File: config.mk
export PLATFORM = sky130hd
export DESIGN_NAME = lmrs_ram
export DESIGN_NICKNAME = d
export VERILOG_FILES = /design/src/sv/lmrs_ram.sv
export SDC_FILE = /design/constraint.sdc
export NUM_CORES = 1
export LEC_CHECK = 0
export BUFFER_PORTS_ARGS = -buffer_cell sky130_fd_sc_hd__buf_2
export CORE_ASPECT_RATIO = 0.9
export CORE_MARGIN = 1
export CORE_UTILIZATION = 55
export CTS_BUF_LIST = sky130_fd_sc_hd__clkbuf_8
export DETAILED_ROUTE_END_ITERATION = 8
export GPL_ROUTABILITY_DRIVEN = 0
export GPL_TIMING_DRIVEN = 0
export HOLD_SLACK_MARGIN = 0.15
export PLACE_DENSITY_LB_ADDON = 0.08
export SLEW_MARGIN = 20
export SYNTH_ARGS = -nofsm -noshare
export SYNTH_HDL_FRONTEND = slang
export SYNTH_SLANG_ARGS = --single-unit
File: constraint.sdc
create_clock -name aclk -period 3.1 [get_ports aclk]
set_input_delay 0.62 -clock aclk [delete_from_list [all_inputs] [get_ports aclk]]
set_output_delay 0.62 -clock aclk [all_outputs]
set_load 0.05 [all_outputs]
File: src/sv/lmrs_ram.sv
// ----------------------------------------------------------------------------
// lmrs_ram
// Generic simple dual-port RAM, one write port, one registered read port.
// ----------------------------------------------------------------------------
`default_nettype none

module lmrs_ram #(
    parameter int WIDTH = 8,
    parameter int DEPTH = 16,
    parameter int AW    = (DEPTH > 1) ? $clog2(DEPTH) : 1
) (
    input  wire logic             aclk,
    input  wire logic             wr_en,
    input  wire logic [AW-1:0]    waddr,
    input  wire logic [WIDTH-1:0] wdata,
    input  wire logic             rd_en,
    input  wire logic [AW-1:0]    raddr,
    output logic      [WIDTH-1:0] rdata
);

    logic [WIDTH-1:0] mem [DEPTH];

    always_ff @(posedge aclk) begin
        if (wr_en) begin
            mem[waddr] <= wdata;
        end
        if (rd_en) begin
            rdata <= mem[raddr];
        end
    end

endmodule

`default_nettype wire

* Yosys cells after proc, flatten, opt, wreduce, memory -nomap -nowiden *
Memory sizes are Yosys's and may differ from the RTL's. A register that Yosys moved wholly into a read port is not among the register bits.
Cells that the tools add are included.

storage, ports and cells
  RAM bits = 128
  memories kept = 1
  input port bits = 19
  register bits after elaboration = 0

memory list
  name  depth  width  read ports  clocked after Yosys merged registers in  wr ports  RTL line  text
  mem   16     8      1           1                                        1         21        logic [WIDTH-1:0] mem [DEPTH];

operators by class
  muxes and demuxes = 2

operators with widths
  operator           count
  two-way mux 1 bit  2

* Depth between registers and ports, before layout *
Gate-level depths: netlist (run 1).

  depth after elaboration = 2
  gate-level depth with buffers = 5

* Least setup slack after synthesis (run 1) *
Ideal clock, no wire load.

  kind = input port to flip-flop
  from = input port waddr[2]
  to = memory mem[0][0], enable pin
  arrival = 1.730 ns
  path slack = 0.987 ns
  stages on the path = 2
  library setup time = 0.383 ns
  cells stage by stage = or3b_2 -> nor3_1

RTL lines
  item         RTL line  text
  from (decl)  14        input wire logic [AW-1:0] waddr,
  to (decl)    21

No word-level cell before the write port.

* Worst setup path in the final report (run 1) *
  from = input port waddr[2]
  to = memory mem[2][0], enable pin

No word-level cell before the write port.

==> results.sh, run 1 <==
export IMPL_status="completed"
export IMPL_post_dp_hpwl_um=6010
export IMPL_wl_per_cell_um=23.5
export IMPL_wirelength_um=9580
export IMPL_clockBufferDepth=2
export IMPL_ant_nets=0
export IMPL_cts_resized=0
export IMPL_root_buffer="clkbuf_8"
export IMPL_worstSkewPairLatency_ns=0.41
export IMPL_met2_length_um=4510
export IMPL_cp_depth=3
export IMPL_ys_seq_area_share_pct=78.1
export IMPL_die_y_um=94.5
export IMPL_drtIter0Drc=122
export IMPL_r2r_slack_ns=1.50
export IMPL_dp_cells=376
export IMPL_crit_type="in2reg"
export IMPL_fin_util_pct=64.9
export IMPL_r2r_start="mem[5][0]"
export IMPL_p_int_mw=3.01
export IMPL_slew_headroom_pct=42.6
export IMPL_switching_power_mw=0.795
export IMPL_arrival_ns=1.94
export IMPL_drive_gt1_share_pct=30.1
export IMPL_grt_pass1_wl_um=14500
export IMPL_max_cap_violations=0
export IMPL_worst_pin_slew_ns=0.858
export IMPL_syn_to_final_growth_pct=13.7
export IMPL_num_rows=33
export IMPL_worstPathMaxFanout=8
export IMPL_cts_tree="built"
export IMPL_worstHoldStart="rd_en"
export IMPL_hold_depth=1
export IMPL_overflow=0
export IMPL_fin_setup_tns_ns=0
export IMPL_die_area_mm2=0.00990
export IMPL_place_area_mm2=0.00553
export IMPL_p_clk_share_pct=39.5
export IMPL_layout_common_cells="edfxtp_1 (136), buf_2 (28), mux4_2 (18)"
export IMPL_max_stage_delay_ns=0.68
export IMPL_power_frac_comb_pct=5.9
export IMPL_fp_coreArea_mm2=0.00917
export IMPL_ctsHtreeMaxLevel=4
export IMPL_met1_length_um=4410
export IMPL_hold_end="rdata[1]"
export IMPL_cts_sinks=136
export IMPL_power_mw=3.81
export IMPL_synth_area_mm2=0.00523
export IMPL_crit_family="simple AND/OR/NAND/NOR gates"
export IMPL_syn_instance_count=229
export IMPL_path_cells="buf_2, or3b_2, nor2_1"
export IMPL_met3_length_um=614
export IMPL_p_per_area_mw_per_mm2=641
export IMPL_rsz0062_at_grt="no"
export IMPL_start_util_pct=57.0
export IMPL_p_seq_share_pct=54.5
export IMPL_setup_viol=0
export IMPL_r2r_end="rdata[0]"
export IMPL_synthesis_nets=248
export IMPL_static_leakage_power_nw=1.96
export IMPL_antenna_found_initial=0
export IMPL_n_antenna_cell=0
export IMPL_port_buffers=25
export IMPL_path_clk_slew_ns=0.07
export IMPL_cts_setup_buffers=0
export IMPL_slowest_stage="nor2_1"
export IMPL_finClkSkew_ns=0.00678
export IMPL_hold_path_class="in2reg"
export IMPL_ios=27
export IMPL_avgSynthCellArea_um2=22.8
export IMPL_path_buf_inv=1
export IMPL_layout_nets=292
export IMPL_grt_max_degree=17
export IMPL_p_sw_share_pct=20.9
export IMPL_cts_hold_fix_buffers=0
export IMPL_drc_errors=0
export IMPL_layout_cells_non_filler=408
export IMPL_post_route_min_period_ns=1.91
export IMPL_r2r_cells=3
export IMPL_end_kind="flip-flop"
export IMPL_synth_seq_cells=136
export IMPL_synth_cell_type_count=18
export IMPL_cp_start_kind="input port"
export IMPL_final_common_cell="edfxtp_1"
export IMPL_num_vias=2382
export IMPL_top_layer="met4"
export IMPL_worstPathRequired_ns=3.13
export IMPL_fin_crit_sh_pct=61.6
export IMPL_via_per_inst=5.84
export IMPL_first_pass_iters=4
export IMPL_fin_area_mm2=0.00594
export IMPL_finalHoldViolCount=0
export IMPL_numCtsBuffers=17
export IMPL_track_usage_pct=21.6
export IMPL_fmax_ghz=0.524
export IMPL_grt_pass1_vias=2370
export IMPL_drv_slew=0
export IMPL_peakVddDrop_uv=515
export IMPL_yosys_warnings=0
export IMPL_die_x_um=105
==> cell usage after synthesis <==
cell type	n	area share, %
nand2b_1	2	0.24
or3b_2	1	0.17
mux4_2	18	7.8
nor2b_1	1	0.12
mux4_1	14	7.0
buf_2	3	0.29
nand3b_1	2	0.29
nand2_1	9	0.65
nor3_1	4	0.38
edfxtp_1	136	78
and2b_1	1	0.14
a22oi_1	16	2.3
buf_6	3	0.65
clkdlybuf4s25_2	3	0.57
nand3_1	1	0.096
buf_4	1	0.14
nor2_1	13	0.93
and2_1	1	0.12
==> per-stage QoR <==
| stage | setup slack (ns) | hold slack (ns) |
|---|---|---|
| floorplan | 0.987 | 0.705 |
| global placement | 0.407 | 0.740 |
| detailed placement | 0.754 | 0.747 |
| CTS | 1.20 | 0.512 |
| global route | 1.14 | 0.521 |
| finish | 1.19 | 0.538 |
==> worst max-delay path by stage <==
stage,startpoint,to,slack [ns]
floorplan,waddr[2],mem[0][0],0.99
global placement,waddr[2],mem[0][7],0.41
detailed placement,waddr[2],mem[2][3],0.75
CTS,waddr[2],mem[2][6],1.20
global route,waddr[2],mem[2][5],1.14
finish,waddr[2],mem[2][0],1.19
==> cell type report <==
cell class                      instances  area [µm²]
Timing Repair Buffer                   25         125
Multi-Input combinational cell         83        1080
Clock buffer                           17         234
Clock inverter                         15         185
Sequential cell                       136        4080
Tap cell                              122         153
Buffer                                 10        86.3
Fill cell                             633        3220
==> worst reg2reg max path: stages (launching register included) <==
cell      delay (ns)
edfxtp_1        0.38
mux4_1          0.57
a22oi_1         0.28
nand2_1         0.11
==> cell families (layout without fill, tap and decap cells) <==
| logic type | count (synthesis) | in the layout | share of synthesized area (%) |
|---|---|---|---|
| flip-flops | 136 | 136 | 78.1 |
| AND/OR/NAND/NOR | 35 | 35 | 3.14 |
| multiplexers | 32 | 32 | 14.8 |
| AO/OA/AOI/OAI | 16 | 16 | 2.30 |
| buffers and inverters | 10 | 67 | 1.65 |
==> power by group through the flow <==
stage / Sequential, mW / Combinational (mW) / Clock, mW
floorplan: 2.15 / 0.105 / 0
global placement: 2.12 / 0.222 / 0
detailed placement: 2.12 / 0.226 / 0
CTS: 2.08 / 0.227 / 1.53
global route: 2.08 / 0.241 / 1.60
finish: 2.08 / 0.225 / 1.51
==> state kept, by name (all words and copies together), names as in the netlist <==
name,flops
mem,128
rdata,8
==> routing by layer <==
metal	GRT usage (%)	vias to the layer above
li1	-	1067
met1	32.2	1237
met2	32.0	74
met3	5.66	4
met4	6.34	0
met5	0	-
Note: power is estimated with default switching activity, not from simulation.
==> run 2, diff against run 1 <==
- clock period: 3.1 -> 1.65 ns (I/O delays scaled with it)
==> run 2 against run 1 <==
  * Global-route usage rose by 0.73 points
  * Sequential share of layout area grew 0.55 points
  * Sequential power up 88%
  * Worst hold slack got worse by 0.30 ns
  * Register-to-register slack lost 1.4 ns
  * Die area unchanged
  * Wire length rose by 3.7%
  * Design area decreased by 0.80%
  * First-iteration DRC count rose by 48%
  * Critical endpoint is now mem[1][2]
  * Highest routed layer unchanged
==> results.sh, run 2 (same netlist as run 1, synthesis figures left out) <==
export IMPL_fp_coreArea_mm2=0.00917
export IMPL_setup_viol=0
export IMPL_num_vias=2438
export IMPL_first_pass_iters=4
export IMPL_dp_cells=376
export IMPL_ios=27
export IMPL_r2r_cells=3
export IMPL_layout_common_cells="edfxtp_1 (136), buf_2 (28), mux4_2 (18)"
export IMPL_met3_usage_pct=5.94
export IMPL_final_common_cell="edfxtp_1"
export IMPL_cts_hold_fix_buffers=0
export IMPL_num_rows=33
export IMPL_via_per_inst=5.98
export IMPL_overflow=0
export IMPL_max_cap_violations=0
export IMPL_cts_tree="built"
export IMPL_cts_setup_buffers=0
export IMPL_drv_slew=0
export IMPL_worst_pin_slew_ns=0.848
export IMPL_worstPathRequired_ns=1.71
export IMPL_rsz0062_at_grt="no"
export IMPL_status="completed"
export IMPL_n_antenna_cell=0
export IMPL_cp_start_kind="input port"
export IMPL_multi_input_area_mm2=0.00108
export IMPL_grt_max_degree=17
export IMPL_p_per_area_mw_per_mm2=1170
export IMPL_seq_area_mm2=0.00408
export IMPL_drc_errors=0
export IMPL_fin_area_mm2=0.00590
export IMPL_finalHoldViolCount=0
export IMPL_post_route_min_period_ns=1.59
export IMPL_cts_sinks=136
export IMPL_grt_met1_usage_pct=31.9
export IMPL_die_x_um=105
export IMPL_r2r_end="rdata[3]"
export IMPL_r2r_slack_ns=0.10
export IMPL_wirelength_um=9940
export IMPL_use_met2_pct=33.6
export IMPL_top_usage_layer="met2"
export IMPL_worstPathMaxFanout=8
export IMPL_grt_pass1_vias=2443
export IMPL_layout_cells_non_filler=408
export IMPL_regMostFlops="mem"
export IMPL_finClkSkew_ns=0.00758
export IMPL_post_dp_hpwl_um=6200
export IMPL_root_buffer="clkbuf_8"
export IMPL_numCtsBuffers=17
export IMPL_drtIter0Drc=180
export IMPL_end_kind="flip-flop"
export IMPL_path_clk_slew_ns=0.08
export IMPL_largest_reg_flops=128
export IMPL_crit_end="mem[1][2]"
export IMPL_fmax_ghz=0.627
export IMPL_fin_util_pct=64.3
export IMPL_layout_nets=292
export IMPL_wl_per_cell_um=24.4
export IMPL_peakVddDrop_uv=548
export IMPL_syn_to_final_growth_pct=12.8
export IMPL_place_area_mm2=0.00553
export IMPL_die_y_um=94.5
export IMPL_start_util_pct=57.0
export IMPL_ant_nets=0
export IMPL_worstSkewPairLatency_ns=0.43
export IMPL_crit_type="in2reg"
export IMPL_drive_gt1_share_pct=30.4
export IMPL_fill_cells=629
export IMPL_arrival_ns=1.65
export IMPL_clockBufferDepth=2
export IMPL_slew_headroom_pct=43.2
export IMPL_track_usage_pct=22.3
export IMPL_hold_path_class="in2reg"
export IMPL_die_area_mm2=0.00990
export IMPL_antenna_found_initial=0
export IMPL_ctsHtreeMaxLevel=4
export IMPL_static_leakage_power_nw=1.95
export IMPL_crit_start="waddr[2]"
export IMPL_reg_top3="mem: 128 flops, rdata: 8 flops"
export IMPL_hold_ws_ns=0.234
export IMPL_r2r_start="mem[6][3]"
export IMPL_fin_crit_sh_pct=96.6
export IMPL_grt_pass1_wl_um=14900
export IMPL_cts_resized=0
export IMPL_port_buffers=25
run 2: where the power goes:
group	total, mW	leakage (nW)	internal, mW	switching (mW)
Combinational	0.425	0.523	0.151	0.275
Clock	2.57	0.195	1.32	1.25
Sequential	3.90	1.24	3.89	0.0164
run 2: per-stage QoR:
| step | TNS, ns | power (mW) | setup WS, ns |
|---|---|---|---|
| 2_1_floorplan | 0 | 4.24 | 0.0376 |
| 3_3_place_gp | -26.95 | 4.40 | -0.429 |
| 3_5_place_dp | -19.86 | 4.41 | -0.380 |
| 4_1_cts | 0 | 6.94 | 0.0700 |
| 5_1_grt | 0 | 7.10 | 0.00497 |
| 6_report | 0 | 6.90 | 0.0558 |
run 2: per-layer routing:
| layer | wire, µm | up-vias |
|---|---|---|
| li1 | - | 1072 |
| met1 | 4740 | 1278 |
| met2 | 4660 | 78 |
| met3 | 443 | 10 |
| met4 | 89 | 0 |
| met5 | 0 | - |
run 2: area by class of cell:
| class | instances | area share (%) |
|---|---|---|
| clock buffer | 17 | 3.97 |
| multi-input combinational | 83 | 18.3 |
| buffer | 10 | 1.46 |
| tap | 122 | 2.59 |
| timing repair buffer | 25 | 2.12 |
| sequential | 136 | 69.3 |
| clock inverter | 15 | 2.33 |
run 2: how the worst min path moves through the flow:
stage                   from   endpoint  cells after the start
floorplan           wdata[0]  mem[0][0]                      0
global placement       rd_en   rdata[1]                      1
detailed placement     rd_en   rdata[5]                      1
CTS                    rd_en   rdata[3]                      1
global route           rd_en   rdata[3]                      1
finish                 rd_en   rdata[3]                      1
run 2: worst max-delay path, cell delays in order:
cell    delay [ns]
buf_2         0.12
or3b_2        0.52
nor2_1        0.67
