<file path="src/sv/lmrs_pkg.sv">
// ----------------------------------------------------------------------------
// lmrs_pkg
// Shared types and constants for the LED matrix row-scan driver.
// ----------------------------------------------------------------------------
`default_nettype none

package lmrs_pkg;

    localparam int SECTIONS_ACROSS_DEF = 4;
    localparam int SECTION_BANDS_DEF   = 2;
    localparam int SECTION_HEIGHT_DEF  = 8;

    localparam int SECTION_WIDTH = 8;
    localparam int COLOR_W       = 6;
    localparam int COLORS        = 3;
    localparam int LEVELS        = 4;
    localparam int LVL_W         = COLORS * LEVELS * SECTION_WIDTH;

    typedef enum logic [1:0] {
        FUNC_WRITE = 2'b00,
        FUNC_SWAP  = 2'b01,
        FUNC_TICK  = 2'b10
    } func_t;

endpackage

`default_nettype wire

</file>
<file path="src/sv/lmrs_gather.sv">
// ----------------------------------------------------------------------------
// lmrs_gather
// Reads one row of every section from the front buffer and builds the
// per-section level masks, one level-memory word per section.
// ----------------------------------------------------------------------------
`default_nettype none

module lmrs_gather #(
    parameter int SECTIONS_ACROSS = lmrs_pkg::SECTIONS_ACROSS_DEF,
    parameter int SECTION_BANDS   = lmrs_pkg::SECTION_BANDS_DEF,
    parameter int SECTION_HEIGHT  = lmrs_pkg::SECTION_HEIGHT_DEF,
    parameter int SC     = SECTIONS_ACROSS * SECTION_BANDS,
    parameter int SEC_W  = (SC > 1) ? $clog2(SC) : 1,
    parameter int ROW_W  = $clog2(SECTION_HEIGHT),
    parameter int XW     = $clog2(SECTIONS_ACROSS * lmrs_pkg::SECTION_WIDTH),
    parameter int YW     = $clog2(SECTION_BANDS * SECTION_HEIGHT),
    parameter int FA_W   = 1 + YW + XW
) (
    input  wire logic                         aclk,
    input  wire logic                         aresetn,
    input  wire logic                         start,
    input  wire logic                         front_buf,
    input  wire logic [ROW_W-1:0]             row,
    output logic                              frame_rd_en,
    output logic      [FA_W-1:0]              frame_raddr,
    input  wire logic [lmrs_pkg::COLOR_W-1:0] frame_rdata,
    output logic                              lvl_wr_en,
    output logic      [SEC_W-1:0]             lvl_waddr,
    output logic      [lmrs_pkg::LVL_W-1:0]   lvl_wdata,
    output logic                              done
);
    import lmrs_pkg::*;

    localparam int COL_W  = (SECTIONS_ACROSS > 1) ? $clog2(SECTIONS_ACROSS) : 1;
    localparam int BAND_W = (SECTION_BANDS > 1) ? $clog2(SECTION_BANDS) : 1;

    logic              active_reg, active_next;
    logic [2:0]        off_reg, off_next;
    logic [COL_W-1:0]  col_reg, col_next;
    logic [BAND_W-1:0] band_reg, band_next;
    logic [SEC_W-1:0]  sec_reg, sec_next;
    logic [YW-1:0]     ybase_reg, ybase_next;
    logic              buf_reg, buf_next;
    logic [ROW_W-1:0]  row_reg, row_next;

    logic              pv_reg;
    logic [2:0]        poff_reg;
    logic [SEC_W-1:0]  psec_reg;
    logic [LVL_W-1:0]  acc_reg, acc_next;

    logic [31:0]       mcol, xoff, x32, y32;
    logic              mirrored, last_issue;
    logic [7:0]        bit_mask;
    logic [1:0]        comp;

    always_comb begin
        mirrored = band_reg[0];
        mcol     = mirrored ? 32'(SECTIONS_ACROSS - 1) - 32'(col_reg) : 32'(col_reg);
        xoff     = mirrored ? 32'(7) - 32'(off_reg) : 32'(off_reg);
        x32      = mcol * 32'(SECTION_WIDTH) + xoff;
        y32      = 32'(ybase_reg) + 32'(row_reg);
        frame_rd_en = active_reg;
        frame_raddr = {buf_reg, y32[YW-1:0], x32[XW-1:0]};
        last_issue  = (sec_reg == SEC_W'(SC - 1)) && (off_reg == 3'd7);
    end

    always_comb begin
        active_next = active_reg;
        off_next    = off_reg;
        col_next    = col_reg;
        band_next   = band_reg;
        sec_next    = sec_reg;
        ybase_next  = ybase_reg;
        buf_next    = buf_reg;
        row_next    = row_reg;
        if (!active_reg && start) begin
            active_next = 1'b1;
            off_next    = '0;
            col_next    = '0;
            band_next   = '0;
            sec_next    = '0;
            ybase_next  = '0;
            buf_next    = front_buf;
            row_next    = row;
        end else if (active_reg) begin
            off_next = off_reg + 3'd1;
            if (off_reg == 3'd7) begin
                sec_next = sec_reg + SEC_W'(1);
                if (col_reg == COL_W'(SECTIONS_ACROSS - 1)) begin
                    col_next   = '0;
                    band_next  = band_reg + BAND_W'(1);
                    ybase_next = ybase_reg + YW'(SECTION_HEIGHT);
                end else begin
                    col_next = col_reg + COL_W'(1);
                end
            end
            if (last_issue) begin
                active_next = 1'b0;
            end
        end
    end

    always_comb begin
        bit_mask = 8'd1 << poff_reg;
        acc_next = (poff_reg == 3'd0) ? '0 : acc_reg;
        for (int c = 0; c < COLORS; c++) begin
            comp = frame_rdata[2*c +: 2];
            if (comp != 2'd0) begin
                acc_next[(c*LEVELS + 0)*8 +: 8] = acc_next[(c*LEVELS + 0)*8 +: 8] | bit_mask;
                acc_next[(c*LEVELS + 1)*8 +: 8] = acc_next[(c*LEVELS + 1)*8 +: 8] | bit_mask;
            end
            if (comp[1]) begin
                acc_next[(c*LEVELS + 2)*8 +: 8] = acc_next[(c*LEVELS + 2)*8 +: 8] | bit_mask;
            end
            if (comp == 2'd3) begin
                acc_next[(c*LEVELS + 3)*8 +: 8] = acc_next[(c*LEVELS + 3)*8 +: 8] | bit_mask;
            end
        end
        lvl_wr_en = pv_reg && (poff_reg == 3'd7);
        lvl_waddr = psec_reg;
        lvl_wdata = acc_next;
        done      = lvl_wr_en && (psec_reg == SEC_W'(SC - 1));
    end

    always_ff @(posedge aclk) begin
        if (!aresetn) begin
            active_reg <= 1'b0;
            pv_reg     <= 1'b0;
        end else begin
            active_reg <= active_next;
            pv_reg     <= active_reg;
        end
        off_reg   <= off_next;
        col_reg   <= col_next;
        band_reg  <= band_next;
        sec_reg   <= sec_next;
        ybase_reg <= ybase_next;
        buf_reg   <= buf_next;
        row_reg   <= row_next;
        poff_reg  <= off_reg;
        psec_reg  <= sec_reg;
        if (pv_reg) begin
            acc_reg <= acc_next;
        end
    end

endmodule

`default_nettype wire

</file>
<file path="config.mk">
export PLATFORM = sky130hd
export DESIGN_NAME = lmrs_gather
export DESIGN_NICKNAME = d
export VERILOG_FILES = /design/src/sv/lmrs_pkg.sv /design/src/sv/lmrs_gather.sv
export SDC_FILE = /design/constraint.sdc
export NUM_CORES = 1
export LEC_CHECK = 0
export BUFFER_PORTS_ARGS = -buffer_cell sky130_fd_sc_hd__buf_2
export CAP_MARGIN = 20
export CORE_UTILIZATION = 45
export CTS_CLUSTER_DIAMETER = 50
export CTS_CLUSTER_SIZE = 12
export DETAILED_ROUTE_END_ITERATION = 10
export GPL_ROUTABILITY_DRIVEN = 0
export HOLD_SLACK_MARGIN = 0.05
export PLACE_DENSITY = 0.78
export SKIP_LAST_GASP = 1
export SLEW_MARGIN = 20
export SYNTH_ARGS = -nofsm -noshare
export SYNTH_HDL_FRONTEND = slang
export SYNTH_SLANG_ARGS = --single-unit
</file>
<file path="constraint.sdc">
create_clock -name aclk -period 7.4 [get_ports aclk]
set_input_delay 1.48 -clock aclk [delete_from_list [all_inputs] [get_ports aclk]]
set_output_delay 1.48 -clock aclk [all_outputs]
set_load 0.02 [all_outputs]
</file>
[After elaboration in Yosys (flattened, before gate mapping)]
Cells that the tools add are included.
Word-level totals
  bits in registers: 121
  input port bits: 13
  output and inout port bits: 112
  word-level logic and storage cells: 69
Cells by class
  $add $sub $neg: 9
  equality and inequality tests: 8
  shift-type cells: 1
  muxes and demuxes: 16
  bitwise operators: 12
  reduce and logical (&&, ||, !) cells: 11
Operators by type and width (count)
  2-to-1 mux 96 bit: 1
  OR 8 bit: 12
  2-to-1 mux 16 bit: 3
  2-to-1 mux 8 bit: 6
  == test 3 bit (second input constant): 4
  == test 2 bit (second input constant): 4
  << shifter 1 x 3 -> 8 bit (first input constant): 1
  adder 3 x 1 -> 3 bit (second input constant): 2
  nonzero test 2 bit: 3
  adder 5 bit: 1
  2-to-1 mux 5 bit: 1
  adder 4 x 3 -> 4 bit: 1
  adder 4 bit (second input constant): 1
  logical AND 1 bit: 4
  2-to-1 mux 2 bit: 2
  subtractor 3 x 3 -> 4 bit (first input constant): 1
  zero test 3 bit: 1
  2-to-1 mux 1 bit: 3
  AND reduction 3 bit: 1
  adder 2 x 1 -> 2 bit (second input constant): 1
  AND reduction 2 bit: 1
  subtractor 2 bit (first input constant): 1
  adder 1 bit (second input constant): 1
  zero test 1 bit: 1

[Depth between registers and ports, before layout]
  depth after elaboration: 5
  depth in mapped cells: 5
  gate-level depth less buffers: 4

[Worst setup path after synthesis]
No wires, ideal clock.
  path kind: reg2out
  start: reg pv_reg
  end: out done
  arrival time: 3.201 ns
  required time: 5.920 ns
  slack: 2.719 ns
  cell stages (with the launch flop): 3
  path buffers: 0
  path through: dfxtp_1 and2_1 and4_1
Between the ends
  longest elaborated chain between the ends: 2
RTL lines
  start, declared: line lmrs_gather.sv:46  | logic pv_reg;
  start signal, assigned: line lmrs_gather.sv:131  | pv_reg <= active_reg;
  logical AND 1 bit: line lmrs_gather.sv:119  | lvl_wr_en = pv_reg && (poff_reg == 3'd7);
  named net lvl_wr_en: line lmrs_gather.sv:27  | output logic lvl_wr_en,
  logical AND 1 bit: line lmrs_gather.sv:122  | done = lvl_wr_en && (psec_reg == SEC_W'(SC - 1));
  end, declared: line lmrs_gather.sv:30  | output logic done
The timed path passes the listed nets, and every way through them passes these cells.

[Worst setup path in the final report]
  start: in frame_rdata[3] (netlist bit)
  end: out lvl_wdata[43] (netlist bit)
Between the ends
  longest elaborated chain between the ends: 2
RTL lines
  start, declared: line lmrs_gather.sv:26  | input wire logic [lmrs_pkg::COLOR_W-1:0] frame_rdata,
  nonzero test 2 bit: line lmrs_gather.sv:108  | if (comp != 2'd0) begin
  2-to-1 mux 16 bit: line lmrs_gather.sv:108
  end, declared: line lmrs_gather.sv:29  | output logic [lmrs_pkg::LVL_W-1:0] lvl_wdata,
Every way passes these cells.

==> results.yml <==
global_route:
  overflow: 0
  track_usage_pct: 20.56
  grt_max_degree: 94
  grt_pass1_vias: 3274
  grt_antenna_before_repair: 0
  grt_pass1_wl_um: 17250
floorplanning:
  die_h_um: 105.4
  die_area_um2: 11120
  io_pins: 125
  core_um2: 10370
  std_cell_rows: 37
  die_w_um: 105.4
  start_util_pct: 46.43
route:
  num_vias: 3520
  wl_met3_um: 800
  drc: 0
  wl_per_cell_um: 17.49
  postRouteAntennaNets: 0
  routed_wl_um: 11280
  drt-initial-drc-count: 356
  met1Wirelength_um: 5021
  firstDrtPassIters: 4
  routed.top_layer: "met4"
  viasPerCell: 5.457
  wl_met2_um: 5311
yosys:
  async_flop_share_pct: 0
  synth_top_family_by_area: "compound AO/OA/AOI/OAI gates"
  synth_cell_types: 33
  synth_edf_count: 100
  yosysWarnings: 0
  muxShareOfSynthArea_pct: 0.8316
  synth_xor_xnor_area_share_pct: 1.091
  yosysSeqAreaShare_pct: 69.85
  syn_nets: 390
  synthAdderAreaFrac_pct: 1.299
  synthesis.area_um2: 4815
  synth-seq-cells: 118
  synth-compound-area-share_pct: 13.57
  syn-mean-instance-area_um2: 12.94
  synthSimpleGateAreaFrac_pct: 10.76
  ys.flop_type: "edfxtp_1"
  synth_cells: 372
placed_design:
  dp_hpwl_um: 7280
  pre_cts_slack_ns: 3.072
  portBuffers: 124
  placed_area_um2: 5508
timing:
  tightestPinTransition_ns: 0.8987
  rsz0062_at_grt: "no"
  period_needed_ns: 4.378
  timing.hold.ws_ns: 0.3845
  finalClockSkew_ns: 0.008238
  period_share_pct: 59.17
  fin_ws_ns: 3.022
  max_freq_ghz: 0.2284
  setup_viol_count_final: 0
  drv_slew: 0
  hold_viol_final: 0
  relSlewSlack_pct: 39.89
  final.setup.tns_ns: 0
worst_setup_path:
  crit_fanout: 12
  cp-end-kind: "primary output"
  path_class: "input pin to primary output"
  cp-start-kind: "input pin"
  crit_arrival_ns: 2.90
  r2r_cells: 4
  worstPathRequired_ns: 5.92
cells_and_area:
  final_nets: 514
  layout-drive-gt1-share_pct: 32.02
  final_cell_area_um2: 6153
  fillers: 862
  fin_util_pct: 59.34
  areaGrowthSynthToFinish_pct: 27.81
  antenna_cells: 0
  largest_reg_flops: 96
job:
  cap_violations: 0
power_and_ir_drop:
  power_frac_seq_pct: 37.3
  powerDensity_nw_per_um2: 359.9
  switching_share_pct: 30.96
  ir_worst_vdd_mv: 0.1529
  comb_power_share_pct: 24.3
  internal_power_mw: 1.529
  p_clk_share_pct: 38.4
  p_leak_nw: 2.752
  p_switching_mw: 0.6857
worst_hold_path:
  min_path_cells: 0
  hp-class: "register to register"
clocking:
  cts_max_level: 4
  cts_resized: 0
  clock_latency_ns: 0.52
  path_clk_slew_ns: 0.06
  cts_buffer_depth: 2
  numCtsBuffers: 17
  cts_setup_buffers: 0
  clock-root-buffer: "clkbuf_8"
  clock-sinks: 118
  cts_tree: "done"
  hold_buffers: 0
outcome:
  status: "finished clean"
-- path summary, 6_finish.rpt --
kind                                      from             to  slack (ns)
worst max register to register     poff_reg[1]    acc_reg[71]        5.15
worst min register to register      sec_reg[2]   lvl_waddr[2]        0.38
worst max-delay path            frame_rdata[3]  lvl_wdata[43]        3.02
worst min-delay path                sec_reg[2]   lvl_waddr[2]        0.38
-- per-layer routing --
layer  global-route usage [%]  up-vias
met1                    27.94     1741
met4                    7.646        0
li1                         -     1619
met2                    31.06      145
met3                    6.308       15
met5                        0        -
-- through the flow --
step           cells  power, mW
2_1_floorplan    372      1.208
3_3_place_gp     613      1.362
3_5_place_dp     613      1.375
4_1_cts          645      2.228
5_1_grt          645      2.294
6_report         645      2.215
-- worst max-delay path, stage by stage --
cell and delay (ns):
buf_2 0.18, nor2_1 0.67, nor2_1 0.18, a21o_1 0.22
buf_2 0.16
-- layout make-up --
class | count | area [um2] | area share [%]
well taps | 136 | 170.2 | 2.765
flip-flops and latches | 118 | 3367 | 54.72
clock buffers | 30 | 630.6 | 10.25
inverters | 2 | 7.507 | 0.1220
multi-input cells | 231 | 1328 | 21.57
repair buffers | 126 | 639.4 | 10.39
clock inverters | 2 | 11.26 | 0.1830
-- cell usage after synthesis, types with 3 or more instances --
master	count	area, um2
nor2_1	40	150.1
edfxtp_1	100	3003
a22o_1	18	157.7
or2_2	3	18.77
a31oi_1	4	25.02
buf_2	13	65.06
clkbuf_1	4	15.01
and2_1	3	18.77
xor2_1	6	52.55
o21ai_0	33	165.2
dfxtp_1	18	360.4
nand3b_1	3	22.52
a21oi_1	16	80.08
o21ai_1	3	15.01
nand2b_1	4	25.02
a21o_1	24	180.2
nand2_1	50	187.7
ha_1	5	62.56
mux2i_1	4	40.04
-- cell usage in the layout (no fill, tap or decap), drive strengths merged, types with 5 or more instances in the layout --
cell	netlist	final
buf	17	126
edfxtp	100	100
nand2	50	50
nor2	40	40
o21ai	36	36
clkbuf	4	30
a21o	24	24
a22o	18	18
dfxtp	18	18
a21oi	16	16
xor2	6	6
ha	5	5
-- power by group through the flow --
stage | Combinational (mW) | Clock [mW] | Sequential, mW
after CTS | 0.539 | 0.862 | 0.827
after detailed placement | 0.535 | 0 | 0.840
final | 0.538 | 0.850 | 0.827
after global routing | 0.580 | 0.883 | 0.832
after floorplan | 0.370 | 0 | 0.838
after global placement | 0.524 | 0 | 0.838
-- logic make-up after synthesis --
group                      Yosys count
buffers and inverters               23
muxes                                4
adders and majority gates            5
and+or+nand+nor                    114
xor gates and xnor gates             6
AOI/OAI and AO/OA                  102
DFF                                118
(Power assumes the default switching activity.)
