**src/sv/lmrs_pkg.sv**
```systemverilog
// ----------------------------------------------------------------------------
// lmrs_pkg
// Shared types and constants for the LED matrix row-scan driver.
// ----------------------------------------------------------------------------
`default_nettype none

package lmrs_pkg;

    localparam int SECTIONS_ACROSS_DEF = 4;
    localparam int SECTION_BANDS_DEF   = 2;
    localparam int SECTION_HEIGHT_DEF  = 8;

    localparam int SECTION_WIDTH = 8;
    localparam int COLOR_W       = 6;
    localparam int COLORS        = 3;
    localparam int LEVELS        = 4;
    localparam int LVL_W         = COLORS * LEVELS * SECTION_WIDTH;

    typedef enum logic [1:0] {
        FUNC_WRITE = 2'b00,
        FUNC_SWAP  = 2'b01,
        FUNC_TICK  = 2'b10
    } func_t;

endpackage

`default_nettype wire

```
**src/sv/lmrs_emit.sv**
```systemverilog
// ----------------------------------------------------------------------------
// lmrs_emit
// Reads the level word of each section and sends its red, green and blue
// bytes for the current bit-plane step through a registered output stage.
// ----------------------------------------------------------------------------
`default_nettype none

module lmrs_emit #(
    parameter int SECTIONS_ACROSS = lmrs_pkg::SECTIONS_ACROSS_DEF,
    parameter int SECTION_BANDS   = lmrs_pkg::SECTION_BANDS_DEF,
    parameter int SECTION_HEIGHT  = lmrs_pkg::SECTION_HEIGHT_DEF,
    parameter int SC    = SECTIONS_ACROSS * SECTION_BANDS,
    parameter int SEC_W = (SC > 1) ? $clog2(SC) : 1,
    parameter int ROW_W = $clog2(SECTION_HEIGHT)
) (
    input  wire logic                       aclk,
    input  wire logic                       aresetn,
    input  wire logic                       start,
    input  wire logic [1:0]                 step,
    input  wire logic [ROW_W-1:0]           row,
    output logic                            lvl_rd_en,
    output logic      [SEC_W-1:0]           lvl_raddr,
    input  wire logic [lmrs_pkg::LVL_W-1:0] lvl_rdata,
    output logic                            m_valid,
    input  wire logic                       m_ready,
    output logic      [7:0]                 m_data_byte,
    output logic                            m_last_byte,
    output logic      [7:0]                 m_row_select_n,
    output logic                            done
);
    import lmrs_pkg::*;

    typedef enum logic [2:0] {
        E_IDLE = 3'b001,
        E_READ = 3'b010,
        E_SEND = 3'b100
    } emit_state_t;

    emit_state_t      state_reg, state_next;
    logic [SEC_W-1:0] sec_reg, sec_next;
    logic [1:0]       col_reg, col_next;
    logic [1:0]       step_reg, step_next;
    logic [ROW_W-1:0] row_reg, row_next;

    logic             m_valid_reg, m_valid_next;
    logic [7:0]       data_reg, data_next;
    logic             last_reg, last_next;
    logic [7:0]       sel_reg, sel_next;

    logic             load, last_sec, last_col;
    logic [6:0]       base;
    logic [31:0]      r32;
    logic [7:0]       row_sel;

    always_comb begin
        r32      = 32'(row_reg);
        row_sel  = (r32 < 32'd8) ? ~(8'd1 << r32[2:0]) : 8'hFF;
        base     = {col_reg, step_reg, 3'b000};
        last_sec = (sec_reg == SEC_W'(SC - 1));
        last_col = (col_reg == 2'd2);
        load     = (state_reg == E_SEND) && (!m_valid_reg || m_ready);
    end

    always_comb begin
        state_next   = state_reg;
        sec_next     = sec_reg;
        col_next     = col_reg;
        step_next    = step_reg;
        row_next     = row_reg;
        lvl_rd_en    = 1'b0;
        lvl_raddr    = sec_reg;
        done         = 1'b0;
        m_valid_next = m_valid_reg;
        data_next    = data_reg;
        last_next    = last_reg;
        sel_next     = sel_reg;
        if (m_valid_reg && m_ready) begin
            m_valid_next = 1'b0;
        end
        unique case (state_reg)
            E_IDLE: begin
                if (start) begin
                    sec_next   = '0;
                    step_next  = step;
                    row_next   = row;
                    state_next = E_READ;
                end
            end
            E_READ: begin
                lvl_rd_en  = 1'b1;
                col_next   = 2'd0;
                state_next = E_SEND;
            end
            E_SEND: begin
                if (load) begin
                    m_valid_next = 1'b1;
                    data_next    = lvl_rdata[base +: 8];
                    last_next    = last_sec && last_col;
                    sel_next     = (last_sec && last_col) ? row_sel : 8'hFF;
                    if (last_col) begin
                        if (last_sec) begin
                            done       = 1'b1;
                            state_next = E_IDLE;
                        end else begin
                            sec_next   = sec_reg + SEC_W'(1);
                            state_next = E_READ;
                        end
                    end else begin
                        col_next = col_reg + 2'd1;
                    end
                end
            end
            default: state_next = E_IDLE;
        endcase
    end

    always_ff @(posedge aclk) begin
        if (!aresetn) begin
            state_reg   <= E_IDLE;
            m_valid_reg <= 1'b0;
        end else begin
            state_reg   <= state_next;
            m_valid_reg <= m_valid_next;
        end
        sec_reg  <= sec_next;
        col_reg  <= col_next;
        step_reg <= step_next;
        row_reg  <= row_next;
        data_reg <= data_next;
        last_reg <= last_next;
        sel_reg  <= sel_next;
    end

    assign m_valid        = m_valid_reg;
    assign m_data_byte    = data_reg;
    assign m_last_byte    = last_reg;
    assign m_row_select_n = sel_reg;

endmodule

`default_nettype wire

```
**config.mk**
```make
export PLATFORM = sky130hd
export DESIGN_NAME = lmrs_emit
export DESIGN_NICKNAME = d
export VERILOG_FILES = /design/src/sv/lmrs_pkg.sv /design/src/sv/lmrs_emit.sv
export SDC_FILE = /design/constraint.sdc
export NUM_CORES = 1
export LEC_CHECK = 0
export ABC_CLOCK_PERIOD_IN_PS = 3900
export BUFFER_PORTS_ARGS = -buffer_cell sky130_fd_sc_hd__buf_2
export CAP_MARGIN = 20
export CORE_UTILIZATION = 35
export DETAILED_ROUTE_END_ITERATION = 10
export PLACE_DENSITY = 0.77
export REMOVE_ABC_BUFFERS = 1
export SLEW_MARGIN = 20
export SYNTH_ARGS = -nofsm -noshare
export SYNTH_HDL_FRONTEND = slang
export SYNTH_SLANG_ARGS = --single-unit
```
**constraint.sdc**
```tcl
create_clock -name aclk -period 3.9 [get_ports aclk]
set_clock_uncertainty 0.15 [all_clocks]
set_input_delay 0.39 -clock aclk [delete_from_list [all_inputs] [get_ports aclk]]
set_output_delay 0.39 -clock aclk [all_outputs]
set_load 0.1 [all_outputs]
```
-- After elaboration in Yosys (flattened, before gate mapping)
Cells that the tools add are included.
- register bits: 31
- bits in latches: 0
- bits in writable memories: 0
- memory bits (read-only): 0
- bits of input ports: 105
- output and inout bits: 23
- logic and storage cells: 57
- memories kept: 0
- add/sub/neg operators: 2
- multipliers: 0
- divide/modulo/power cells: 0
- magnitude comparators: 0
- eq/ne operators: 10
- shifts and indexed selects: 2
- mux-type cells: 21
- bitwise operators: 1
- reductions and logical operators: 12
- operators by type and width (kind ; number):
    96-bit by 8-bit variable part select with 8-bit output ; 1
    3-bit 2-to-1 mux ; 7
    2-bit inequality test (second input constant) ; 5
    3-bit case mux with 3 select lines ; 1
    1-bit 2-to-1 mux ; 8
    8-bit inverter ; 1
    1-bit by 3-bit left shift with 8-bit output (first input constant) ; 1
    3-bit == test (second input constant) ; 2
    2-bit 2-to-1 mux ; 3
    3-bit case mux with 2 select lines ; 1
    3-bit AND reduction ; 2
    5-bit AND reduction ; 1
    2-bit case mux with 2 select lines ; 1
    2-bit AND reduction ; 2
    2-bit nonzero test ; 2
    3-bit by 1-bit adder with 3-bit output (second input constant) ; 1
    3-bit by 1-bit == test with 1-bit output (second input constant) ; 1
    3-bit by 2-bit == test with 1-bit output (second input constant) ; 1
    1-bit logical AND ; 3
    2-bit by 1-bit adder with 2-bit output (second input constant) ; 1
    2-bit == test (second input constant) ; 1
    1-bit logical NOT ; 1
    1-bit logical OR ; 1

-- Logic depth before layout (Yosys ltp)
Gate-level depths: netlist of run 1.
- depth in word-level cells: 5
- depth in mapped cells: 6
- mapped depth without buffers: 5

-- Least setup slack after synthesis of run 1
OpenSTA, ideal clock, no wires.
- path kind: reg-to-output
- from: register sec_reg[0] (netlist: lvl_raddr[0])
- to: output port done
- arrival time: 2.744 ns
- data required time: 3.360 ns
- path slack: 0.616 ns
- cell stages (with the launch flop): 5
- buffers on the path: 0
- path through: edfxtp_1 ha_1 ha_1 nand2_1 nor2_1
- cells in the longest elaborated chain, start to end: 5
- ends and longest elaborated chain (element ; line ; source):
    start: declaration ; lmrs_emit.sv:40 ; logic [SEC_W-1:0] sec_reg, sec_next;
    start signal: assignment ; lmrs_emit.sv:125 ; sec_reg <= sec_next;
    3-bit == test ; lmrs_emit.sv:59 ; last_sec = (sec_reg == SEC_W'(SC - 1));
    1-bit 2-to-1 mux ; lmrs_emit.sv:101 ; if (last_sec) begin
    1-bit 2-to-1 mux ; lmrs_emit.sv:100 ; if (last_col) begin
    1-bit 2-to-1 mux ; lmrs_emit.sv:95 ; if (load) begin
    1-bit 2-to-1 mux ; lmrs_emit.sv:80 ; unique case (state_reg)
    end: declaration ; lmrs_emit.sv:29 ; output logic done
No other way between the ends.

-- Worst setup path in the final report of run 1
- from: register step_reg[0]
- to: register data_reg[2] (netlist: m_data_byte[2]) (data pin)
- cells in the longest elaborated chain, start to end: 1
- ends and longest elaborated chain (element ; line ; source):
    start: declaration ; lmrs_emit.sv:42 ; logic [1:0] step_reg, step_next;
    start signal: assignment ; lmrs_emit.sv:127 ; step_reg <= step_next;
    96-bit by 8-bit variable part select with 8-bit output ; lmrs_emit.sv:97 ; data_next = lvl_rdata[base +: 8];
    end signal: assignment ; lmrs_emit.sv:129 ; data_reg <= data_next;
    end: declaration ; lmrs_emit.sv:46 ; logic [7:0] data_reg, data_next;
No other way between the ends.
A chain may end at the register's enable or synchronous reset.

==> results of run 1 <==
-- power by group --
group	total (mW)	switching, mW	internal, mW
combinational	0.162	0.0672	0.0944
sequential	0.384	0.0159	0.369
clock	0.244	0.119	0.124
total	0.790	0.202	0.587
-- kinds of logic (layout without fill, tap and decap cells) --
logic type | count (synthesis) | after routing | synth area share [%]
simple gates | 51 | 51 | 12.30
compound gates | 25 | 25 | 8.584
fa+ha+maj | 3 | 3 | 1.922
flops | 31 | 31 | 45.61
buf+inv | 15 | 140 | 3.907
mux | 32 | 32 | 27.67
-- Yosys cell counts (2+ instances only) --
cell      number  area, um2
and2_1         2      12.51
dfxtp_1        4      80.08
inv_1          4      15.01
edfxtp_1      27      810.8
buf_2          4      20.02
ha_1           3      37.54
nor2b_1        3      18.77
nor2_1        17      63.81
nand2b_1       4      25.02
nand3_1        2      10.01
nand2_1       18      67.56
mux4_2        16      360.4
o31ai_1        8      60.06
o22ai_1        9      56.30
clkbuf_1       3      11.26
a21oi_1        3      15.01
buf_4          2      15.01
mux2_2        16      180.2
-- critical path, delay by kind of cell, from the launching register on --
| kind | cells | cell delay, ns |
|---|---|---|
| DFF | 1 | 0.89 |
| and+or+nand+nor | 1 | 0.13 |
| buffers and inverters | 1 | 0.41 |
| AOI/OAI and AO/OA | 1 | 0.09 |
| muxes | 1 | 0.54 |
-- metal layers --
| metal | vias up | GRT usage (%) | routed length (um) |
|---|---|---|---|
| met1 | 847 | 23.67 | 2270 |
| met3 | 13 | 4.524 | 281 |
| li1 | 854 | - | - |
| met4 | 0 | 7.115 | 104 |
| met5 | - | 0 | 0 |
| met2 | 79 | 29.38 | 2739 |
-- worst paths after layout --
path	endpoint	slack [ns]	depth (start not counted)
max	m_data_byte[2]	1.42	4
min	step_reg[1]	0.14	1
max reg2reg	m_data_byte[2]	1.42	4
min reg2reg	lvl_raddr[0]	0.44	1
-- layout make-up --
class / count / area [um2] / area share [%]
inverter: 4 / 15.01 / 0.5545
clock inverter: 2 / 12.51 / 0.4621
multi-input combinational: 111 / 985.9 / 36.41
clock buffer: 6 / 72.57 / 2.680
timing repair buffer: 128 / 643.1 / 23.75
tap: 70 / 87.58 / 3.235
sequential: 31 / 890.9 / 32.90
-- placed cells by master (no fill, tap or decap), types with 2 or more instances in the layout --
cell type  netlist  routed
buf_2            4     127
edfxtp_1        27      27
nand2_1         18      18
nor2_1          17      17
mux4_2          16      16
mux2_2          16      16
o22ai_1          9       9
o31ai_1          8       8
clkbuf_8         0       5
nand2b_1         4       4
inv_1            4       4
dfxtp_1          4       4
nor2b_1          3       3
a21oi_1          3       3
ha_1             3       3
and2_1           2       2
nand3_1          2       2
-- stage by stage --
step / worst slack (ns) / util [%] / instance area, um2
2_1_floorplan: 0.6162 / - / 1892
3_5_place_dp: 1.392 / 50.07 / 2623
6_report: 1.421 / 51.70 / 2708
5_1_grt: 1.214 / 51.70 / 2708
4_1_cts: 1.388 / 51.70 / 2708
3_3_place_gp: 1.464 / 50.07 / 2623
==> impl_results.md, run 1 <==
- Share of flip-flops with an asynchronous set or reset: 0%
- CTS clock-pin slew for the worst setup and hold paths: 0.07 ns
- Grt total ovfl: 0
- Fmax: 403.3 MHz
- DP Cell Count: 344
- Area growth, synth to finish: 38.63%
- Htree depth: 2
- Final setup vio count: 0
- Synth Register Bits: 31
- Worst VDD drop: 0.0001488 V
- Hold Startpoint: step[1]
- Reg-to-Reg Start: step_reg[0]
- RSZ-0062 raised after global routing: false
- Post-route DRC: 0
- Status: finished, final reports clean
- Die area: around 5900 um2
- DR WL/cell: 15.33 um
- Maxcap violations: 0
- Initial Utilization: 37.29%
- Layout cells sized above 1: 59.57%
- Slew Limit Fails: 0
- Max transition margin: 44.30%
- Placement Rows: 26
- Post-Synthesis Cells: 157
- Static leakage power: 1.140 nW
- Final cell count without fillers: approximately 350
- Worst hold slack: 0.1357 ns
- Final min period: 2.479 ns
- Crit-path max FO: 17
- Req. time, crit path: 3.77 ns
- First-pass GRT wire length: 8155 um
- IO buf count: 127
- CP cell instances: buf_4 > mux4_2 > nor2_1 > o31ai_1
- All-Layer GR Usage: 18.30%
- Setup crit start: step_reg[0]
- Antenna Cells: 0
- DPL Wire Length: 4396 um
- Cts hold-fix bufs: 0
- Final TNS setup: 0 ns
- CP Class: reg2reg
- Die width: roughly 77 um
- Final nets: between 300 and 400
- Iteration-0 DRC count of the detailed router: 61
- Cell area power density: between 200 and 300 nW/um2
- Ys Warns: 0
- Setup Buffers After CTS: 0
- Hold Crit Class: in2reg
- Worst path max stage delay: about 0.89 ns
- CTS tree: yes
- Antenna violations before repair: 0
- Height of the die: 76.70 um
- Crit path capture type: register
- Top Ports: 128
- Vias in the first global route: between 1500 and 2000
- CTS Sinks: 31
- Primary FF master, synth: edfxtp_1
- EDFF count, synth: 27
- Sequential-to-total area share from yosys stat: between 40% and 50%
- Final Power: around 0.79 mW
- Critical-path top delay cell: edfxtp_1
- Final Hold Fails: 0
- Syn Area/Cell: around 12 um2
- Worst Max-Slew Pin Slew: 0.8354 ns
- CP Launch Type: register
- Cell variety after synth: 30
- Final Wtd Congestion: 0.9320
- Largest net degree at the start of global routing: 19
- Core Box Area: 5238 um2
- Clock root cell: clkbuf_8
- Number of buffers created by CTS: 5
- Tcrit/Tclk final: 63.58%
- Cell Area, Synth: 1953 um2
- Skew-Pair Late Insertion Delay: 0.28 ns
- Routed Antenna Nets: 0
- Fillers: 495
- Via-to-Cell Ratio: 5.094
- Post-CTS Resized: 0
- CP arrival: approximately 2.4 ns
- Router iterations before antenna repair: 4
- WL final: 5395 um
- CTS max path bufs: 2
- Via count: 1793
(Power assumes the default switching activity.)
==> run 2: changes to the inputs <==
Settings changed: ABC_CLOCK_PERIOD_IN_PS 3900 to 2029, PLACE_DENSITY 0.77 to 0.79.
Clock period 3.9 ns to 2.03 ns, I/O delays scaled along.
==> impl_results.md, run 2 (synthesis results as in run 1) <==
- Area growth, synth to finish: 47.60% (was 38.63%)
- DR WL/cell: 15.46 um (was 15.33 um)
- Final TNS setup: 0 ns (unchanged)
- CTS clock-pin slew for the worst setup and hold paths: 0.07 ns (about the same)
- CTS tree: yes (unchanged)
- DP Area: 2695 um2 (was 2623 um2)
- Setup Buffers After CTS: 0 (unchanged)
- Slew Limit Fails: 0 (unchanged)
- Grt total ovfl: 0 (unchanged)
- Met3 routed WL: 321 um (was 281 um)
- Hold Path End: state_reg[0] (was step_reg[1])
- Final Wtd Congestion: 0.8699 (was 0.9320)
- Status: finished, final reports clean (unchanged)
- Static leakage power: 1.223 nW (was 1.140 nW)
- Die area: 5883 um2 (unchanged)
- CP Class: reg2out (was reg2reg)
- Post-route DRC: 0 (unchanged)
- Die width: 76.70 um (unchanged)
- Layout cells sized above 1: 59.73% (was 59.57%)
- Core Box Area: 5238 um2 (unchanged)
- Worst VDD drop: 0.0002882 V (was 0.0001488 V)
- Antenna Cells: 0 (unchanged)
- Number of buffers created by CTS: 5 (unchanged)
- Htree depth: 2 (unchanged)
- RSZ-0062 raised after global routing: false (unchanged)
- Cell area power density: 617.3 nW/um2 (was 291.7 nW/um2)
- Initial Utilization: 37.29% (unchanged)
- All-Layer GR Usage: 19.41% (was 18.30%)
- CP arrival: 1.57 ns (was 2.35 ns)
- Met2 wire len: 2973 um (was 2739 um)
- Final nets: 400 (was 389)
- Req. time, crit path: 1.68 ns (was 3.77 ns)
- Hold depth: 2 (was 1)
- Fillers: 464 (was 495)
- Reg-to-Reg Start: state_reg[2] (was step_reg[0])
- Fmax: 521.2 MHz
- Reg2reg end: lvl_raddr[2] (was m_data_byte[2])
- First-pass GRT wire length: 8666 um (was 8155 um)
- CP Launch Type: register (unchanged)
- IO buf count: 127 (unchanged)
- Reg area: 890.9 um2 (unchanged)
- Final setup vio count: 0 (unchanged)
- Via count: 1833 (was 1793)
- R2R Setup Slk: 0.19 ns (was 1.42 ns)
- Final min period: 1.919 ns
- Setup crit start: lvl_raddr[0] (was step_reg[0])
- Routed Antenna Nets: 0 (unchanged)
- Most common cell after layout, fill and taps aside: buf_2 (unchanged)
- Largest net degree at the start of global routing: 27 (was 19)
- CTS Sinks: 31 (unchanged)
- Placement Rows: 26 (unchanged)
- Multi-input logic area: 991.0 um2 (was 985.9 um2)
- Via-to-Cell Ratio: 5.050 (was 5.094)
- Final Power: 1.780 mW (was 0.7897 mW)
- WL final: 5613 um (was 5395 um)
- Top Ports: 128 (unchanged)
- Height of the die: 76.70 um (unchanged)
- Iteration-0 DRC count of the detailed router: 47 (was 61)
- CTS max path bufs: 2 (unchanged)
- Max transition margin: 61.13% (was 44.30%)
- DPL Wire Length: 4616 um (was 4396 um)
- Top layer in use: met4 (unchanged)
- Most frequent cells in the layout: 126 x buf_2, 27 x edfxtp_1, 18 x nand2_1 (was 127 x buf_2, 27 x edfxtp_1, 18 x nand2_1)
- Maxcap violations: 0 (unchanged)
- Cell count of the worst reg-to-reg path: 3 (was 4)
- Vias in the first global route: 1850 (was 1699)
- Crit path capture type: output port (was register)
- Clock root cell: clkbuf_8 (unchanged)
- Crit-path max FO: 4 (was 17)
- Hold Startpoint: aresetn (was step[1])
- Final Hold Fails: 0 (unchanged)
- Tcrit/Tclk final: 94.51%
- Antenna violations before repair: 0 (unchanged)
- Hold Crit Class: in2reg (unchanged)
- Post-route cell area: 2883 um2 (was 2708 um2)
- Worst Max-Slew Pin Slew: 0.5819 ns (was 0.8354 ns)
- WL met1: 2187 um (was 2270 um)
- Skew-Pair Late Insertion Delay: 0.27 ns (was 0.28 ns)
- Router iterations before antenna repair: 4 (unchanged)
## run 2: changes by cell type in the layout (fill, tap and decap cells not counted)
| cell | before | now |
|---|---|---|
| nor3b_1 | 1 | 0 |
| buf_12 | 0 | 2 |
| clkinv_2 | 1 | 0 |
| bufinv_16 | 0 | 2 |
| nor3b_2 | 1 | 2 |
| clkinvlp_4 | 1 | 0 |
| buf_4 | 1 | 6 |
| dlygate4sd3_1 | 0 | 5 |
| buf_2 | 127 | 126 |
## run 2: worst max-delay path by stage
stage                               to  slack, ns  depth (start not counted)
after floorplan                   done      -1.07                          4
after global placement    lvl_raddr[2]       0.28                          3
after detailed placement  lvl_raddr[2]       0.21                          3
after CTS                         done       0.08                          4
after global routing              done       0.01                          5
final                             done       0.11                          5
## run 2: critical path, stage by stage (launching register included)
cell and delay [ns]:
edfxtp_1 0.38, ha_1 0.17, ha_1 0.22, nand2_1 0.12, nor2_1 0.20, buf_12 0.21
## run 2: timing repair
item,4_1_cts,5_1_grt
gates resized for setup,0,1
hold buffers,5,0
endpoints found under the setup margin,0,1
hold endpoints to repair,5,0
## run 2: power breakdown
part           leakage, nW  internal [mW]  switching, mW
Combinational        0.898          0.197          0.150
Sequential           0.259          0.708         0.0141
Clock               0.0654          0.490          0.220
Total                 1.22           1.40          0.384
## run 2: final cells by class
type	instances	area share, %
multi-input cells	111	34.38
flip-flops and latches	31	30.90
repair buffers	139	26.56
well taps	70	3.038
clock buffers	6	2.517
clock inverters	2	2.083
inverters	4	0.5208
## run 2: layer usage
layer  up-vias  track usage, %
li1        876               -
met1       853           22.56
met2        92           34.38
met3        12           4.524
met4         0           7.500
met5         -               0
## run 2: through the flow
stage / worst slack, ns / util [%] / std cells / hold slack [ns]
4_1_cts: 0.08303 / 54.95 / 363 / 0.007778
5_1_grt: 0.01486 / 55.04 / 363 / 0.01437
6_report: 0.1114 / 55.04 / 363 / 0.01096
3_3_place_gp: 0.2789 / 51.46 / 350 / 0.2359
2_1_floorplan: -1.067 / - / 146 / 0.1292
3_5_place_dp: 0.2105 / 51.46 / 350 / 0.2355
==> run 3: changes to the inputs <==
Settings changed: RECOVER_POWER set to 25.
==> impl_results.md, run 3 (synthesis results as in run 1) <==
- CP arrival: 1.57 ns (about the same)
- Worst Max-Slew Pin Slew: 1.158 ns (was 0.5819 ns)
- Pre-CTS setup slack: 0.2105 ns (unchanged)
- Via-to-Cell Ratio: 5.036 (was 5.050)
- Most frequent cells in the layout: 117 x buf_2, 27 x edfxtp_1, 18 x nand2_1 (was 126 x buf_2, 27 x edfxtp_1, 18 x nand2_1)
- CTS tree: yes (unchanged)
- Multi-input logic area: 991.0 um2 (unchanged)
- Die width: 76.70 um (unchanged)
- Most common cell after layout, fill and taps aside: buf_2 (unchanged)
- Final min period: 1.921 ns (was 1.919 ns)
- Final Hold Fails: 0 (unchanged)
- Skew-Pair Late Insertion Delay: 0.27 ns (about the same)
- Final nets: 400 (unchanged)
- Cell area power density: 618.1 nW/um2 (was 617.3 nW/um2)
- All-Layer GR Usage: 19.41% (unchanged)
- Crit-path max FO: 4 (unchanged)
- Router iterations before antenna repair: 4 (unchanged)
- Vias in the first global route: 1850 (unchanged)
- CTS clock-pin slew for the worst setup and hold paths: 0.07 ns (about the same)
- Reg area: 890.9 um2 (unchanged)
- Routed Antenna Nets: 0 (unchanged)
- Tcrit/Tclk final: 94.63% (was 94.51%)
- Core Box Area: 5238 um2 (unchanged)
- Antenna Cells: 0 (unchanged)
- Largest net degree at the start of global routing: 27 (unchanged)
- CP Launch Type: register (unchanged)
- Number of buffers created by CTS: 5 (unchanged)
- Static leakage power: 1.226 nW (was 1.223 nW)
- Final setup vio count: 0 (unchanged)
- Fillers: 466 (was 464)
- Slew Limit Fails: 0 (unchanged)
- CTS max path bufs: 2 (unchanged)
- Htree depth: 2 (unchanged)
- Layout cells sized above 1: 59.04% (was 59.73%)
- RSZ-0062 raised after global routing: false (unchanged)
- Max transition margin: 23.13% (was 61.13%)
- CP Class: reg2out (unchanged)
- Die area: 5883 um2 (unchanged)
- Height of the die: 76.70 um (unchanged)
- Area growth, synth to finish: 47.47% (was 47.60%)
- Iteration-0 DRC count of the detailed router: 47 (unchanged)
- Initial Utilization: 37.29% (unchanged)
- WL final: 5622 um (was 5613 um)
- DR WL/cell: 15.49 um (was 15.46 um)
- Crit path capture type: output port (unchanged)
- First-pass GRT wire length: 8666 um (unchanged)
- Worst VDD drop: 0.0002887 V (was 0.0002882 V)
- Antenna violations before repair: 0 (unchanged)
- Status: finished, final reports clean (unchanged)
- Final Wtd Congestion: 0.8699 (unchanged)
- Post-route DRC: 0 (unchanged)
- IO buf count: 127 (unchanged)
- Placement Rows: 26 (unchanged)
- Clock root cell: clkbuf_8 (unchanged)
- Maxcap violations: 0 (unchanged)
- Req. time, crit path: 1.68 ns (about the same)
- Top Ports: 128 (unchanged)
- DPL Wire Length: 4616 um (unchanged)
- CTS Sinks: 31 (unchanged)
- Via count: 1828 (was 1833)
- Setup WS post-layout: 0.1091 ns (was 0.1114 ns)
- Utilization after layout: 54.99% (was 55.04%)
- Grt total ovfl: 0 (unchanged)
- Hold Crit Class: in2reg (unchanged)
- Fmax: 520.6 MHz (was 521.2 MHz)
[run 3: cell types whose count changed in the layout (fill, tap and decap cells not counted)]
cell,delta
clkbuf_1,+2
and2_1,-1
clkbuf_2,+7
buf_2,-9
and2_0,+1
[run 3: critical path, cell delays in order (launching register included)]
cell	delay, ns
edfxtp_1	0.38
ha_1	0.17
ha_1	0.22
nand2_1	0.12
nor2_1	0.20
buf_12	0.21
[run 3: repair_timing]
action,CTS,global route
buffers inserted,0,0
endpoints found under the setup margin,0,1
hold buffers,5,0
hold endpoints to repair,5,0
resized for setup,0,1
[run 3: metal layers]
metal / GRT usage, % / share of wire (%) / vias to the layer above
li1: - / - / 876
met1: 22.56 / 39 / 856
met2: 34.38 / 53 / 84
met3: 4.524 / 5.2 / 12
met4: 7.500 / 2.3 / 0
met5: 0 / 0 / -
[run 3: worst paths after layout]
| kind | cells past startpoint | slack (ns) | from | endpoint |
|---|---|---|---|---|
| setup / recovery | 5 | 0.11 | lvl_raddr[0] | done |
| hold / removal | 2 | 0.01 | aresetn | state_reg[0] |
| setup reg to reg | 3 | 0.19 | state_reg[2] | lvl_raddr[0] |
| hold reg to reg | 2 | 0.44 | row_reg[0] | m_row_select_n[2] |
[run 3: area by class of cell]
class	count	share of cell area, %
inverter	4	0.5213
clock inverter	2	2.085
tap	70	3.041
sequential	31	30.93
multi-input combinational	111	34.40
timing repair buffer	139	26.50
clock buffer	6	2.520
[run 3: per-stage QoR]
stage                     area, um2  cells  hold WS, ns  setup TNS (ns)  total power, mW
final                          2880    363      0.01179               0            1.780
after global routing           2880    363      0.01437               0            1.847
after CTS                      2878    363     0.007778               0            1.793
after detailed placement       2695    350       0.2355               0            1.077
after global placement         2695    350       0.2359               0            1.063
after floorplan                1892    146       0.1292          -4.855           0.9294
[run 3: power by group]
part	switching [mW]	internal [mW]	total, mW
Sequential	0.0141	0.708	0.722
Clock	0.220	0.490	0.711
Combinational	0.150	0.197	0.347
